--- config.mk ---
export PLATFORM = sky130hd
export DESIGN_NAME = lph_queue
export DESIGN_NICKNAME = d
export VERILOG_FILES = /design/src/rtl/lph_queue.sv
export SDC_FILE = /design/constraint.sdc
export NUM_CORES = 1
export LEC_CHECK = 0
export BUFFER_PORTS_ARGS = -buffer_cell sky130_fd_sc_hd__clkbuf_2
export CORE_UTILIZATION = 40
export CTS_CLUSTER_DIAMETER = 200
export DETAILED_ROUTE_END_ITERATION = 10
export HOLD_SLACK_MARGIN = 0.15
export PLACE_DENSITY = 0.71
export SETUP_SLACK_MARGIN = 0.5
export SLEW_MARGIN = 40
export SYNTH_ARGS = -nofsm -noshare
export SYNTH_HDL_FRONTEND = slang
export SYNTH_SLANG_ARGS = --single-unit
--- constraint.sdc ---
create_clock -name clock -period 3.7 [get_ports clock]
set_input_delay 0.925 -clock clock [delete_from_list [all_inputs] [get_ports clock]]
set_output_delay 0.925 -clock clock [all_outputs]
set_load 0.005 [all_outputs]
--- src/rtl/lph_queue.sv ---
// Two-entry item queue between the front end and the probe engine.
// Depends on nothing.
module lph_queue #(
   parameter int WIDTH = 8
) (
   input  logic             clock,
   input  logic             reset,
   input  logic             push,
   input  logic [WIDTH-1:0] push_data,
   output logic             full,
   input  logic             pop,
   output logic [WIDTH-1:0] pop_data,
   output logic             empty
);

   logic [WIDTH-1:0] data_ff [2];
   logic             wr_ptr_ff, wr_ptr_in;
   logic             rd_ptr_ff, rd_ptr_in;
   logic [1:0]       count_ff, count_in;

   assign full     = (count_ff == 2'd2);
   assign empty    = (count_ff == 2'd0);
   assign pop_data = data_ff[rd_ptr_ff];

   // Advance pointers and count
   always_comb begin
      wr_ptr_in = push ? !wr_ptr_ff : wr_ptr_ff;
      rd_ptr_in = pop ? !rd_ptr_ff : rd_ptr_ff;
      count_in  = count_ff + 2'(push) - 2'(pop);
   end

   always_ff @(posedge clock) begin
      if (reset) begin
         wr_ptr_ff <= 1'b0;
         rd_ptr_ff <= 1'b0;
         count_ff  <= '0;
      end else begin
         wr_ptr_ff <= wr_ptr_in;
         rd_ptr_ff <= rd_ptr_in;
         count_ff  <= count_in;
      end
   end

   always_ff @(posedge clock) begin
      if (push) begin
         data_ff[wr_ptr_ff] <= push_data;
      end
   end

endmodule

# Word-level counts from Yosys, hierarchy flattened
# Memory sizes are Yosys's and may differ from the RTL's. A register that Yosys moved wholly into a read port is not among the register bits.
# Index checks and enable logic that the tools add are counted.
# word_totals
regBits,4
mem_bits_rw,16
elab_cells,14
memories,1
# classes
addsub,2
eq_ne,1
mux,4
reduce_logical,3
# memory_table
memory,words,width,read_ports,rd_clocked_by_memory_dff,write_ports,line_no,source
data_ff,2,8,1,1,1,16,logic [WIDTH-1:0] data_ff [2];
# ops
cell,n
$mux 1,4
$add 2x1->2,1
$eq 2x2->1 const B,1
$logic_not 1->1,2
$logic_not 2->1,1
$sub 2x1->2,1

# Logic depth before layout (Yosys ltp)
# depth
depth_word,3
mapped_depth,6
depth_no_buf,6

# Worst setup path before layout
# Ideal clock, no wire load.
# synth_path
path_type,input -> register
start,input port pop
end,register count_ff[1]
arrival_time_ns,1.797
t_required_ns,3.636
path_slack_ns,1.839
cell_stages,5
path_cell_list,ha_1 > inv_1 > ha_1 > xnor3_1 > nor2_1
# synth_between
elab_chain_len,1
# synth_rtl
item,line_no,source
"start, declared",11,"input logic pop,"
$sub 2x1->2,29,count_in = count_ff + 2'(push) - 2'(pop);
"end signal, assigned",40,count_ff <= count_in;
"end, declared",19,"logic [1:0] count_ff, count_in;"
# No other way between the ends.
# A chain may end at the register's enable or synchronous reset.

==> summary.txt <==
Timing
  – Slew HR: 0.5474
  – Worst slew pin tran: 0.6775 ns
  – Final Hold Viols: 0
  – Setup_tns: 0 ns
  – Slew Viols, Final: 0
  – Fmax: 0.4413 GHz
  – Count of final setup violators: 0
  – Final hold slack: 0.5326 ns
  – RSZ-0062 raised after global routing: false
  – Layout Skew: 0.0007287 ns
  – Min Tclk post-route: 2.266 ns
  – Period utilisation layout: 0.6124

Setup path
  – Reg2reg path depth: 6
  – Data required, critical path: 2.77 ns
  – Startpoint types: flip-flop
  – CP arrival: 1.34 ns
  – Worst reg2reg startpoint: count_ff[0]$_SDFF_PP0_
  – CP max FO: 8
  – R2r endpoint: count_ff[1]$_SDFF_PP0_
  – R2R setup slack: 2.30 ns
  – Setup Crit Path Kind: flip-flop to primary output
  – CP Capture Type: primary output

Synth
  – Mapped Nets: 60
  – Synthesized area per cell: 17.22 um^2
  – Netlist cell types: 11
  – Seq cells post-synth: 21
  – Synthesis Warnings: 0
  – Syn Inst Count: 46
  – Register area share after synthesis: 0.7330
  – Mapped cell area: 792.0 um^2

GRT
  – Largest net degree at the start of global routing: 13
  – Initial antenna violation count: 0
  – GRT Util Overall: 0.1258
  – Grt total ovfl: 0
  – Number of global-route vias before repair: 423
  – First-pass GRT wire length: 1.669 mm

Final layout
  – Total Nets Final: 85
  – Commonest non-fill, non-tap cell in the layout: clkbuf_2
  – Synth-to-Final Area Change: 20.06%
  – Fraction of layout cells with a size suffix above 1: 0.4714
  – Fillers: 168
  – Finished Core Util: 0.5333
  – Inserted Diodes: 0
  – Non-Filler Instances: 95
  – Highest-count cells in the layout ignoring fill and taps: clkbuf_2 (21), edfxtp_1 (16), mux2_2 (8), nor2_1 (5), dfxtp_1 (5)

Clock tree
  – Insertion delay to the later sink of the worst-skew pair: 0.29 ns
  – Post-CTS Setup Inserts: 0
  – # H-tree levels: 1
  – CTS clk-pin slew, worst paths: 0.10 ns
  – # hold bufs at CTS: 0
  – Clock root buffer: clkbuf_4
  – CTS tree: done
  – CTS Buffer Depth: 2
  – Cts bufs inserted: 3
  – Resized cells post-CTS: 0
  – CTS Sinks: 21

Power
  – Total leakage power: 0.3862 nW
  – Cell area power density: 479.8 mW/mm^2
  – VDD IR max: 221.4 uV
  – Total power: 456.3 uW

Worst hold path
  – Worst Hold Depth: 2
  – Hold Path Origin: rd_ptr_ff$_SDFFE_PP0P_
  – HP Class: flip-flop to flip-flop

Drt
  – Vias per inst: 4.347
  – # DRC: 0
  – Initial DRC Count: 4
  – Via count: 413
  – Avg WL per Cell: 11.22 um
  – Post-Route WL: 1.066 mm
  – ANT nets after route: 0
  – DRT Pass-1 Iters: 4

Floorplan
  – Core Footprint: 0.001783 mm^2
  – Row cnt: 15
  – Die width: 46.50 um
  – Die area: 0.002162 mm^2
  – Die height: 46.50 um
  – I/O pin count: 22
  – Initial Utilization: 0.4442

Run
  – Max Cap Viol: 0

Placement
  – Gpl congestion: 0.6300
  – Port Buffers: 21
  – Cells after DPL: 91

Outcome
  – Status: completed
routing by layer:
metal	wire [um]	share of wire	global-route usage	up-vias
met4	48	0.045	0.1412	0
met3	60	0.056	0.03529	4
met2	539	0.51	0.2083	18
li1	-	-	-	212
met1	417	0.39	0.1136	179
met5	0	0	0	-
stage by stage:
stage | cell area (um^2) | setup slack [ns]
detailed placement | 923.4 | 1.643
global route | 950.9 | 1.346
finish | 950.9 | 1.434
global placement | 923.4 | 1.667
floorplan | 792.0 | 1.839
CTS | 950.9 | 1.408
how the worst max path moves through the flow:
stage	start	to	cells past startpoint
floorplan	pop	count_ff[1]$_SDFF_PP0_	5
global placement	push	data_ff[0][4]$_DFFE_PP_	2
detailed placement	pop	count_ff[1]$_SDFF_PP0_	6
CTS	flip-flop	pop_data[7]	2
global route	flip-flop	pop_data[4]	2
finish	flip-flop	pop_data[7]	2
worst max-delay path, stage by stage (launching register included):
cell,delay (ns)
dfxtp_1,0.55
mux2_2,0.39
clkbuf_2,0.11
registers in the layout, summed over array words and instances (netlist names), named ones only:
register	flops
count_ff	2
data_ff	16
rd_ptr_ff	1
wr_ptr_ff	1
power breakdown:
group	internal [mW]	switching (mW)
clock network	0.0402	0.0619
registers	0.274	0.0108
logic	0.0421	0.0275
synthesized netlist by cell type:
cell	n	area [um^2]
and2_1	1	6.260
buf_2	1	5.000
dfxtp_1	5	100.1
edfxtp_1	16	480.5
ha_1	2	25.02
inv_1	2	7.510
mux2_2	8	90.09
nor2_1	5	18.77
nor2b_1	3	18.77
xnor2_1	2	17.52
xnor3_1	1	22.52
final cells by class:
class | count | area, um^2 | area share
Multi-Input combinational cell | 22 | 198.9 | 0.2092
Clock buffer | 3 | 22.52 | 0.02368
Tap cell | 25 | 31.28 | 0.03289
Inverter | 2 | 7.507 | 0.007895
Sequential cell | 21 | 580.6 | 0.6105
Timing Repair Buffer | 21 | 105.1 | 0.1105
Clock inverter | 1 | 5.005 | 0.005263
logic make-up after synthesis:
group                    Yosys count  share of synthesized area
multiplexers                       8                     0.1137
buffers and inverters              3                    0.01580
flip-flops                        21                     0.7330
XOR/XNOR                           3                    0.05055
adder cells (fa/ha/maj)            2                    0.03159
AND/OR/NAND/NOR                    9                    0.05530
Note: power is estimated with default switching activity, not from simulation.
