<file path="src/rtl/lph_pkg.sv">
// Shared types, codes and the key hash for the linear probe hash table.
// No dependencies; lph_front, lph_back, the top level and the testbench import this package.
package lph_pkg;

   localparam int CAPACITY_DEFAULT = 1024;
   localparam int KEY_W            = 32;
   localparam int VALUE_W          = 32;
   localparam int SIZE_W           = 11;
   localparam int COUNT_OUT_W      = 11;
   localparam int HASH_W           = 32;
   localparam int DIGIT_W          = 4;
   localparam int DIV_STEPS        = HASH_W / DIGIT_W;
   localparam int STATUS_W         = 2;
   localparam int ENTRY_W          = STATUS_W + KEY_W + VALUE_W;
   localparam logic [SIZE_W-1:0] TABLE_SIZE_RESET = 11'd787;
   localparam logic [HASH_W-1:0] FOLD_MASK        = 32'hf000_0000;
   localparam int FOLD_SHIFT       = 24;

   typedef enum logic [1:0] {
      OP_GET    = 2'd0,
      OP_PUT    = 2'd1,
      OP_REMOVE = 2'd2,
      OP_CLEAR  = 2'd3
   } op_type;

   typedef enum logic [1:0] {
      ST_OK       = 2'd0,
      ST_NOTFOUND = 2'd1,
      ST_NOFREE   = 2'd2,
      ST_UNUSED   = 2'd3
   } status_type;

   typedef enum logic [1:0] {
      SLOT_EMPTY   = 2'd0,
      SLOT_LIVE    = 2'd1,
      SLOT_DELETED = 2'd2,
      SLOT_UNUSED  = 2'd3
   } slot_type;

   typedef enum logic [1:0] {
      F_IDLE,
      F_DIV,
      F_PUSH
   } front_state_type;

   typedef enum logic [2:0] {
      B_INIT,
      B_IDLE,
      B_READ,
      B_CHECK,
      B_CLEAR,
      B_DONE
   } back_state_type;

   // Shift-and-fold string hash over the key bytes, most significant first
   function automatic logic [HASH_W-1:0] fold_hash(input logic [KEY_W-1:0] key);
      logic [HASH_W-1:0] h;
      logic [HASH_W-1:0] g;
      h = '0;
      for (int i = KEY_W / 8 - 1; i >= 0; i--) begin
         h = (h << 4) + HASH_W'(key[i*8 +: 8]);
         g = h & FOLD_MASK;
         if (g != '0) begin
            h = (h ^ (g >> FOLD_SHIFT)) ^ g;
         end
      end
      return h;
   endfunction

endpackage

</file>
<file path="src/rtl/lph_front.sv">
// Front end: accepts items, hashes the key and reduces it modulo the table size.
// Uses lph_pkg; feeds the item queue.
module lph_front
   import lph_pkg::*;
#(
   parameter int CAPACITY = CAPACITY_DEFAULT,
   parameter int AW       = $clog2(CAPACITY),
   parameter int CW       = $clog2(CAPACITY + 1),
   parameter int QW       = 2 + KEY_W + VALUE_W + CW + AW
) (
   input  logic               clock,
   input  logic               reset,
   input  logic               req_valid,
   output logic               req_stall,
   input  logic [1:0]         req_operation,
   input  logic [KEY_W-1:0]   req_key,
   input  logic [VALUE_W-1:0] req_value,
   input  logic [CW-1:0]      eff_size,
   input  logic               init_busy,
   output logic               q_push,
   output logic [QW-1:0]      q_data,
   input  logic               q_full
);

   front_state_type     state_ff, state_in;
   logic [HASH_W-1:0]   hash_ff, hash_in;
   logic [AW-1:0]       rem_ff, rem_in;
   logic [2:0]          cnt_ff, cnt_in;
   logic [1:0]          op_ff, op_in;
   logic [KEY_W-1:0]    key_ff, key_in;
   logic [VALUE_W-1:0]  val_ff, val_in;
   logic [CW-1:0]       size_ff, size_in;
   logic                accept;

   assign req_stall = (state_ff != F_IDLE) || init_busy;
   assign accept    = req_valid && !req_stall;

   // Next state
   always_comb begin
      state_in = state_ff;
      case (state_ff)
         F_IDLE: begin
            if (accept) begin
               state_in = (op_type'(req_operation) == OP_CLEAR) ? F_PUSH : F_DIV;
            end
         end
         F_DIV: begin
            if (cnt_ff == 3'(DIV_STEPS - 1)) begin
               state_in = F_PUSH;
            end
         end
         F_PUSH: begin
            if (!q_full) begin
               state_in = F_IDLE;
            end
         end
         default: state_in = F_IDLE;
      endcase
   end

   // Datapath: capture item, then one hash digit of long division a cycle
   always_comb begin
      logic [AW:0] t;
      hash_in = hash_ff;
      rem_in  = rem_ff;
      cnt_in  = cnt_ff;
      op_in   = op_ff;
      key_in  = key_ff;
      val_in  = val_ff;
      size_in = size_ff;
      q_push  = 1'b0;
      t       = '0;
      case (state_ff)
         F_IDLE: begin
            if (accept) begin
               op_in   = req_operation;
               key_in  = req_key;
               val_in  = req_value;
               size_in = eff_size;
               hash_in = fold_hash(req_key);
               rem_in  = '0;
               cnt_in  = '0;
            end
         end
         F_DIV: begin
            for (int i = 0; i < DIGIT_W; i++) begin
               t = {rem_in, hash_in[HASH_W-1]};
               hash_in = hash_in << 1;
               if (t >= (AW + 1)'(size_ff)) begin
                  t = t - (AW + 1)'(size_ff);
               end
               rem_in = t[AW-1:0];
            end
            cnt_in = cnt_ff + 3'd1;
         end
         F_PUSH: begin
            q_push = !q_full;
         end
         default: ;
      endcase
   end

   assign q_data = {op_ff, key_ff, val_ff, size_ff, rem_ff};

   // Control registers
   always_ff @(posedge clock) begin
      if (reset) begin
         state_ff <= F_IDLE;
         cnt_ff   <= '0;
      end else begin
         state_ff <= state_in;
         cnt_ff   <= cnt_in;
      end
   end

   // Payload registers
   always_ff @(posedge clock) begin
      hash_ff <= hash_in;
      rem_ff  <= rem_in;
      op_ff   <= op_in;
      key_ff  <= key_in;
      val_ff  <= val_in;
      size_ff <= size_in;
   end

endmodule

</file>
<file path="config.mk">
export PLATFORM = sky130hd
export DESIGN_NAME = lph_front
export DESIGN_NICKNAME = d
export VERILOG_FILES = /design/src/rtl/lph_pkg.sv /design/src/rtl/lph_front.sv
export SDC_FILE = /design/constraint.sdc
export NUM_CORES = 1
export LEC_CHECK = 0
export ABC_AREA = 1
export BUFFER_PORTS_ARGS = -buffer_cell sky130_fd_sc_hd__buf_2
export CORE_MARGIN = 4
export CORE_UTILIZATION = 50
export CTS_CLUSTER_DIAMETER = 100
export DETAILED_ROUTE_END_ITERATION = 12
export PLACE_DENSITY_LB_ADDON = 0.15
export SETUP_SLACK_MARGIN = 0.4
export SLEW_MARGIN = 10
export SYNTH_ARGS = -nofsm -noshare
export SYNTH_HDL_FRONTEND = slang
export SYNTH_SLANG_ARGS = --single-unit
</file>
<file path="constraint.sdc">
create_clock -name clock -period 13.2 [get_ports clock]
set_input_delay 1.32 -clock clock [delete_from_list [all_inputs] [get_ports clock]]
set_output_delay 1.32 -clock clock [all_outputs]
set_load 0.02 [all_outputs]
</file>
# Word level (Yosys, flattened, before mapping)
# Index checks and enable logic that the tools add are counted.
[classes]
addsub = 8
n_lt_le_gt_ge = 4
n_eq_ne = 7
n_mux = 28
n_bitwise = 6
reduce_logical = 13
[op_table]
columns = ["cell", "count"]
rows = [
  ["$mux 28", 8],
  ["$add 32x8->32", 3],
  ["$reduce_bool 32->1", 3],
  ["$mux 10", 8],
  ["$mux 32", 2],
  ["$pmux 32 s2", 1],
  ["$xor 28x1->28 const B", 2],
  ["$xor 28x8->28", 2],
  ["$ge 11x11->1", 4],
  ["$sub 10x10->10", 4],
  ["$xor 32x32->32", 1],
  ["$xor 32x8->32", 1],
  ["$pmux 10 s2", 1],
  ["$mux 2", 4],
  ["$ne 2x2->1 const B", 3],
  ["$pmux 2 s3", 1],
  ["$pmux 3 s2", 1],
  ["$eq 2x2->1 const B", 2],
  ["$reduce_and 2->1", 2],
  ["$reduce_bool 2->1", 2],
  ["$add 3x1->3 const B", 1],
  ["$eq 3x3->1 const B", 1],
  ["$mux 3", 1],
  ["$reduce_and 3->1", 1],
  ["other kinds (6)", 7],
]
[word_totals]
regBits = 124
in_bits = 82
out_inout_bits = 89

# Longest topological paths before layout
# Gate-level depths: netlist of the first run.
[depth]
ltp_word = 24
mapped_depth = 46
mapped_depth_nobuf = 45

# Worst setup path before layout of the first run
# No wires, ideal clock.
[synth_timing]
path_kind = "in2reg"
startpoint = "in init_busy"
endpoint = "reg hash_ff[0] (enable)"
setup_time_ns = 0.402
arrival_ns = 6.153
path_slack_ns = 6.645
stages = 5
path_buffers = 0
path_cell_list = "inv_1 nand2_1 nor2_1 inv_1 nand2_1"
[synth_via]
elab_chain_len = 5
[synth_lines]
columns = ["item", "line", "rtl"]
rows = [
  ["from (decl)", "lph_front.sv:19", "input logic init_busy,"],
  ["$logic_or 1x1->1", "lph_front.sv:35", "assign req_stall = (state_ff != F_IDLE) || init_busy;"],
  ["net req_stall", "lph_front.sv:14", "output logic req_stall,"],
  ["$logic_not 1->1", "lph_front.sv:36", "assign accept = req_valid && !req_stall;"],
  ["$logic_and 1x1->1", "lph_front.sv:36", ""],
  ["$ne 2x2->1 (no source line)", "n/a", ""],
  ["$reduce_and 2->1 (no source line)", "n/a", ""],
  ["to (signal assigned)", "lph_front.sv:118", "hash_ff <= hash_in;"],
  ["to (decl)", "lph_front.sv:26", "logic [HASH_W-1:0] hash_ff, hash_in;"],
]
# The timed path passes the listed nets, and every way through them passes these cells.
# A chain may end at the register's enable or synchronous reset.

# Worst setup path after layout of the first run
[layout_timing]
startpoint = "reg size_ff[1]"
endpoint = "reg rem_ff[1], data pin"
[layout_via]
elab_chain_len = 12
elab_cells_between_ends = 16
cone_classes = "add/sub (4); order compare (4); mux (8)"
[layout_lines]
columns = ["item", "line", "rtl"]
rows = [
  ["from (decl)", "lph_front.sv:32", "logic [CW-1:0] size_ff, size_in;"],
  ["from (signal assigned)", "lph_front.sv:123", "size_ff <= size_in;"],
  ["$sub 10x10->10 / $ge 11x11->1 (equally long branches)", "lph_front.sv:90, lph_front.sv:89", ""],
  ["$mux 10", "lph_front.sv:89", "if (t >= (AW + 1)'(size_ff)) begin"],
  ["$mux 10", "lph_front.sv:73", "case (state_ff)"],
  ["$sub 10x10->10 / $ge 11x11->1 (equally long branches)", "lph_front.sv:90, lph_front.sv:89", ""],
  ["$mux 10", "lph_front.sv:89", ""],
  ["$mux 10", "lph_front.sv:73", ""],
  ["$ge 11x11->1 / $sub 10x10->10 (equally long branches)", "lph_front.sv:89, lph_front.sv:90", ""],
  ["$mux 10", "lph_front.sv:89", ""],
  ["$mux 10", "lph_front.sv:73", ""],
  ["$sub 10x10->10 / $ge 11x11->1 (equally long branches)", "lph_front.sv:90, lph_front.sv:89", ""],
  ["$mux 10 (*)", "lph_front.sv:89", ""],
  ["$pmux 10 s2 (*)", "lph_front.sv:73", ""],
  ["to (signal assigned)", "lph_front.sv:119", "rem_ff <= rem_in;"],
  ["to (decl)", "lph_front.sv:27", "logic [AW-1:0] rem_ff, rem_in;"],
]
# Mark *: on every way between the ends. The rest lies on a longest branch, timed or not. The select of a mux whose other input is x is not followed.

==> results of run 1 <==
==> metrics by stage <==
stage | utilization | instance area [um^2] | instances
5_1_grt | 0.624 | 9520 | 1283
6_report | 0.624 | 9520 | 1283
2_1_floorplan | - | 7830 | 877
3_3_place_gp | 0.585 | 8920 | 1251
3_5_place_dp | 0.585 | 8920 | 1251
4_1_cts | 0.624 | 9520 | 1283
==> area by class of cell <==
cell class                 instances  area, um^2
clock inverter                    15         173
inverter                         132         495
timing repair buffer             172         866
multi-input combinational        612        3620
fill                            1339        5740
sequential                       124        3670
tap                              211         264
clock buffer                      17         425
==> critical path: cells and delay by family, from the launching register on <==
family	cells	cell delay, ns
compound gates	10	2.35
buf+inv	6	0.93
flops	1	0.49
fa+ha+maj	4	1.19
simple gates	14	1.95
xor+xnor	1	0.14
==> routing by layer <==
| metal | part of all wire | wire (um) |
|---|---|---|
| met1 | 0.42 | 7550 |
| met2 | 0.52 | 9320 |
| met3 | 0.046 | 823 |
| met4 | 0.020 | 370 |
| met5 | 0.00072 | 13 |
==> worst max path at each step <==
| stage | from | to | depth (start not counted) |
|---|---|---|---|
| 2_1_floorplan | init_busy | hash_ff[0] | 5 |
| 3_5_place_dp | size_ff[1] | rem_ff[1] | 35 |
| 4_1_cts | size_ff[1] | rem_ff[1] | 35 |
| 6_report | size_ff[1] | rem_ff[1] | 35 |
| 5_1_grt | size_ff[1] | rem_ff[1] | 35 |
| 3_3_place_gp | size_ff[1] | rem_ff[1] | 35 |
==> cell families (layout without fill, tap and decap cells) <==
group	after synthesis	in the layout	share of synthesized area
AO/OA/AOI/OAI	103	103	0.0761
XOR/XNOR	34	34	0.0380
adder cells (fa/ha/maj)	65	65	0.111
buffers and inverters	141	336	0.0692
flip-flops	124	124	0.469
AND/OR/NAND/NOR	410	410	0.237
==> cells in the final DEF, fill, tap and decap left out, types with 5 or more instances in the layout <==
cell type	Yosys	layout
sky130_fd_sc_hd__nand2_1	228	227
sky130_fd_sc_hd__buf_2	1	170
sky130_fd_sc_hd__inv_1	121	121
sky130_fd_sc_hd__edfxtp_1	119	119
sky130_fd_sc_hd__nand3_1	70	70
sky130_fd_sc_hd__ha_1	58	58
sky130_fd_sc_hd__a21oi_1	45	45
sky130_fd_sc_hd__nor2_1	44	42
sky130_fd_sc_hd__o21ai_0	28	28
sky130_fd_sc_hd__nand4_1	18	18
sky130_fd_sc_hd__xnor2_1	18	18
sky130_fd_sc_hd__clkbuf_16	0	17
sky130_fd_sc_hd__xor2_1	16	16
sky130_fd_sc_hd__nor2_2	9	10
sky130_fd_sc_hd__inv_2	10	10
sky130_fd_sc_hd__nand2_2	7	8
sky130_fd_sc_hd__a31oi_1	8	8
sky130_fd_sc_hd__nand3_2	7	7
sky130_fd_sc_hd__or2_2	7	7
sky130_fd_sc_hd__fa_1	7	7
sky130_fd_sc_hd__inv_6	0	7
sky130_fd_sc_hd__dfxtp_1	5	5
==> sequential cells by signal, summed over array words and instances, names as in the netlist <==
signal / flops
state_ff: 2
rem_ff: 10
hash_ff: 32
key_ff: 32
cnt_ff: 3
op_ff: 2
size_ff: 11
val_ff: 32
==> impl_summary.md, run 1 <==
Worst hold path
The worst hold path begins at cnt_ff[0]. The tightest min-delay check is of the flip-flop to flip-flop type. The worst-case hold path end point is cnt_ff[0].

The number of cells on the worst hold path is 1.

Worst setup path
The startpoint of the most critical register-to-register path is size_ff[1]. The slowest stage of the critical path belongs to the cell sky130_fd_sc_hd__o21ai_0. The element type at the critical path end is a flip-flop. The dominant cell type by count on the critical path is sky130_fd_sc_hd__nand2_1. The critical path arrival is 7.49 ns. The required time reported for the critical path endpoint is 13.36 ns. The category of the critical setup timing path is flip-flop to flip-flop. The worst setup path is launched from a flip-flop. In this run the critical register-to-register path is captured at rem_ff[1].

The highest net fanout along the worst path is 15. In this design, the stage delay of the slowest critical-path cell is 0.54 ns. Setup slack on the worst reg-to-reg path comes out at 5.87 ns. The path depth of the worst reg2reg path is 35.

Global route
The via count of the first global-routing pass is 6599. The first global-routing pass estimated 30300 um of wire. The number of antenna violations at the first check in global routing came to 1. For met3 alone, demand over resource in global routing was 0.0532. The peak-usage layer in the global routing report is met2.

Entering global routing, the biggest net connects 78 pins. Across every metal layer, demand over resource in global routing totals 0.212. The global-route congestion overflow total is 0. The met1 global-route usage is 0.252. The met2 routing resource usage after global routing is 0.376.

Final layout
The antenna cell count is 0. The layout net count is 1206. In the final layout, the share of cells above drive strength 1 is 0.242.

The synthesis-to-layout area growth is 21.6%.

Synthesis
Counting flops and latches in the post-synthesis netlist gives 124. By area the synthesized netlist is led by sky130_fd_sc_hd__edfxtp_1 46%, sky130_fd_sc_hd__nand2_1 11%, sky130_fd_sc_hd__ha_1 9.3%, sky130_fd_sc_hd__inv_1 5.8%, sky130_fd_sc_hd__nand3_1 4.5%. The cell count after synthesis is 877. The share of flip-flops with an asynchronous set or reset is 0. The biggest area contributor in the post-synthesis netlist is sky130_fd_sc_hd__edfxtp_1. Of the post-synthesis cell area, the dominant cell type holds 0.457. The synthesized design contains 119 enable-type register cells. The average size of a mapped cell is 8.92 um^2. Among all cell types in the netlist, the one instantiated most often is sky130_fd_sc_hd__nand2_1. Synthesis produced a netlist with a net count of 1024. The number of distinct library cells after synthesis is 47.

For this run, the leading register cell type out of synthesis is sky130_fd_sc_hd__edfxtp_1. By count the netlist is led by 228 x sky130_fd_sc_hd__nand2_1, 121 x sky130_fd_sc_hd__inv_1, 119 x sky130_fd_sc_hd__edfxtp_1, 70 x sky130_fd_sc_hd__nand3_1, 58 x sky130_fd_sc_hd__ha_1. For this run, the register share of the synthesized area comes to 0.469. The Yosys step of the flow raised 0 warnings.

In this run the cell area of the synthesized design comes to 7830 um^2.

Floorplanning
The height of the die is 133 um. 171 I/O pins were placed. The number of cell rows is 45.

The area of the core region is 15300 um^2. The starting density of the core is 0.513. In this run the horizontal extent of the chip is 133 um.

The floorplan step defined a die boundary enclosing 17700 um^2.

STA
Counting I/O delays and the setup requirement, the final critical path takes 7.33 ns. For the pin with the worst max-slew slack, the measured transition is 1.05 ns. The final count of hold timing violations is 0. Setup repair after global routing left no endpoint under its margin. In the finished design, the share of the clock period the worst path needs comes to 0.555. Setup total negative slack on the finished layout was measured at 0 ns. The worst setup skew after layout is 0.00839 ns. Setup violations remaining at the end of the flow were counted as 0. In this run the tightest slew margin relative to its limit is 0.297. The top achievable clock speed is 0.136 GHz. The max-slew violation count is 0. The post-layout worst setup margin is 5.87 ns. Final hold analysis gives a worst-case slack of 0.472 ns.

Drt
Wires add up to 18100 um. The number of remaining DRC errors is 0. The final route contains 6481 vias.

In the routed layout, each cell is associated on average with a via count of 5.05. The routed length per instance is 14.1 um. The starting DRC count in detailed routing is 335.

The number of iterations in the first detailed-routing pass is 5. In this run the remaining antenna-violating nets after routing total 0.

Placed design
Routability-driven placement finished with a final weighted congestion of 0.913. The final HPWL from detailed placement is 14300 um. In this run the tool buffered the top-level ports with 170 buffer cells. Timing analysis after detailed placement gives a worst setup slack of 5.95 ns.

Run status
The flow ran to the end, and the final reports show no timing, DRC or antenna violations.

Clocking
The cell sitting at the root of the clock tree is a sky130_fd_sc_hd__clkbuf_16. The clock transition at the registers of the reported paths is 0.06 ns. Post-CTS repair changed the size of 0 cells. The TritonCTS clock tree is built. The number of buffers added to fix hold violations after cts is 0. Clock tree synthesis inserted a total of 17 buffers. The TritonCTS sink count is 124. The clock reaches the later pin of the worst-skew pair after 0.42 ns. The H-tree depth reported by CTS is 4.

In this run the post-CTS setup repair buffer count came out at 0. The clock passes through at most 2 buffers.

Run
The tool flagged a number of max-cap violations equal to 0.
Power of run 1 is left out: the tool's default activity adds up to more than one toggle a clock period on the data nets, which glitch-free logic cannot reach.
==> inputs of run 2 (changes only) <==
==> constraint.sdc (replaced) <==
create_clock -name clock -period 7.25 [get_ports clock]
set_input_delay 0.725 -clock clock [delete_from_list [all_inputs] [get_ports clock]]
set_output_delay 0.725 -clock clock [all_outputs]
set_load 0.02 [all_outputs]
==> impl_summary.md, run 2 (same netlist as run 1, synthesis figures left out) <==
Placed design
The global placer's final weighted congestion is 0.883 (-3.4%). The final HPWL from detailed placement is 14200 um (-0.80%). The placed instance count came to 1253 (+0.16%).

The quantity of I/O buffers inserted on ports is 170 (unchanged).

STA
The final count of hold timing violations is 0 (unchanged). The total negative slack is 0 ns (unchanged). The time the worst path needs with I/O delays and setup was 6.48 ns (-0.847 ns). The fraction of the cycle the final worst path needs is 0.894 (+0.339). The max-slew violation count was 0 (unchanged). The slew at the pin with the worst max-slew slack came to 1.05 ns (+0.00126 ns). The final count of negative-setup-slack endpoints came to 0 (unchanged). Setup repair after global routing left no endpoint under its margin. The worst setup skew after layout is 0.0146 ns (+0.00625 ns). The top achievable clock speed is 0.154 GHz (+13%). The tightest slew margin relative to the limit is 0.296 (-0.000841).

Floorplanning
The full die area came to 17700 um^2 (unchanged). The number of cell rows is 45 (unchanged). The area of the core region is 15300 um^2 (unchanged). The number of I/O pins came to 171 (unchanged). The height of the die is 133 um (unchanged). The starting density of the core came to 0.513 (unchanged). The horizontal die dimension is 133 um (unchanged).

Final layout
The antenna cell count came to 0 (unchanged). The final cell count without fillers is 1296 (+1.0%). The leading cell type in the layout, fill and taps excluded is sky130_fd_sc_hd__nand2_1.

From synthesis to final layout, the design area changed by 23.8%. Leaving out fill and tap cells, the most frequent cells in the layout are 226 x sky130_fd_sc_hd__nand2_1, 170 x sky130_fd_sc_hd__buf_2, 119 x sky130_fd_sc_hd__edfxtp_1. The layout net count is 1219 (+1.1%). The largest registers in the layout are hash_ff: 32 flops, key_ff: 32 flops, val_ff: 32 flops.

The fraction of final layout cells sized beyond drive strength 1 is 0.260 (+0.0183).

Worst setup path
The delay of the slowest cell on the worst path is 0.50 ns (-0.04 ns). STA classifies the critical path endpoint as a flip-flop. In this design, the critical path's most frequently occurring cell is sky130_fd_sc_hd__nand2_1.

The critical path arrival is 6.64 ns (-0.85 ns). The highest net fanout along the worst path is 12 (-3). The slowest stage of the critical path belongs to the cell sky130_fd_sc_hd__o21ai_0. The startpoint type of the worst setup path is a flip-flop. The required time reported for the critical path endpoint is 7.41 ns (-5.95 ns). By startpoint and endpoint, the worst setup path is classified as flip-flop to flip-flop.

Global route
The number of antenna violations at the first check in global routing is 1 (unchanged). The global-route congestion overflow total came to 0 (unchanged). The largest net degree at the start of global routing is 78 (unchanged).

The first-pass GRT wire length was 30000 um (-1.1%). The global-route usage over all layers came to 0.208 (-0.00336). The via count of the first global-routing pass was 6346 (-3.8%).

Drt
The via count was 6417 (-0.99%). The starting DRC count in detailed routing was 276 (-18%). The number of iterations in the first detailed-routing pass came to 4 (-1).

The routed via count divided by cell count is 4.95 (-2.0%). The number of remaining DRC errors is 0 (unchanged). The post-detailed-routing wire length is 18100 um (+0.14%). The routed length per instance is 14.0 um (-0.87%). The remaining antenna violation count after routing came to 0 (unchanged).

Clocking
The TritonCTS sink count is 124 (unchanged). The number of buffers inserted during clock tree synthesis came to 17 (unchanged). The maximum clock path buffer count is 2 (unchanged).

The clock insertion delay at the later pin of the skew report is 0.41 ns (about the same). The clock tree root driver cell is sky130_fd_sc_hd__clkbuf_16. The TritonCTS clock tree is built. The clock transition at the registers of the reported paths was 0.06 ns (about the same).

The H-tree depth reported by CTS is 4 (unchanged). The number of buffers added to fix hold violations after cts is 0 (unchanged).

Worst hold path
In this run the worst hold path is classified as flip-flop to flip-flop.

Run
The max-capacitance violation count is 0 (unchanged).

Run status
The run finished with clean final reports.
==> run 2: cell types whose count changed in the layout (fill, tap and decap cells not counted), moves of 2 or more <==
cell                       change
sky130_fd_sc_hd__clkinv_4      +3
sky130_fd_sc_hd__clkinv_1      +2
sky130_fd_sc_hd__nand4_4       +2
sky130_fd_sc_hd__inv_2         +3
sky130_fd_sc_hd__a21oi_1       -3
sky130_fd_sc_hd__buf_4        +13
sky130_fd_sc_hd__nand4_2       -2
sky130_fd_sc_hd__inv_1         -4
sky130_fd_sc_hd__inv_6         -2
sky130_fd_sc_hd__nand3_4       +2
sky130_fd_sc_hd__nand3_2       -2
sky130_fd_sc_hd__a21oi_2       +3
==> run 2: layer usage <==
layer,part of all wire,up-vias,GRT usage
met5,0.00050,-,0
met4,0.017,2,0.0606
met3,0.038,24,0.0453
met2,0.51,116,0.374
met1,0.43,2926,0.252
li1,-,3349,-
==> run 2: cell type report <==
class / instances / area (um^2)
Clock inverter: 15 / 161
Timing Repair Buffer: 185 / 963
Multi-Input combinational cell: 612 / 3700
Fill cell: 1332 / 5570
Tap cell: 211 / 264
Inverter: 132 / 500
Clock buffer: 17 / 425
Sequential cell: 124 / 3670
==> run 2: what timing repair did <==
item | 4_1_cts | 5_1_grt
hold endpoints to repair | 0 | 0
setup endpoints to repair | 9 | 10
resized for setup | 4 | 17
pin swaps | 0 | 4
buffers inserted | 0 | 11
==> run 2: worst paths after layout <==
check | startpoint | to | slack, ns | depth (start not counted)
setup reg to reg | size_ff[8] | rem_ff[3] | 0.77 | 33
hold / removal | cnt_ff[0] | cnt_ff[0] | 0.46 | 1
setup / recovery | size_ff[8] | rem_ff[3] | 0.77 | 33
hold reg to reg | cnt_ff[0] | cnt_ff[0] | 0.46 | 1
==> run 2: worst max-delay path: cells and delay by family (launching register included) <==
kind	cells	cell delay, ns
flops	1	0.39
xor+xnor	1	0.13
simple gates	13	1.76
buf+inv	7	0.78
compound gates	8	1.74
fa+ha+maj	4	1.42
==> run 2: stage by stage <==
stage	utilization	hold WS, ns	instance area, um^2	setup WS, ns
after floorplan	-	0.432	7830	1.29
after global placement	0.586	0.449	8940	0.357
after detailed placement	0.586	0.457	8940	0.257
after CTS	0.625	0.463	9530	0.462
after global routing	0.635	0.462	9690	0.395
final	0.635	0.461	9690	0.770
Power of run 2 is left out for the same reason.
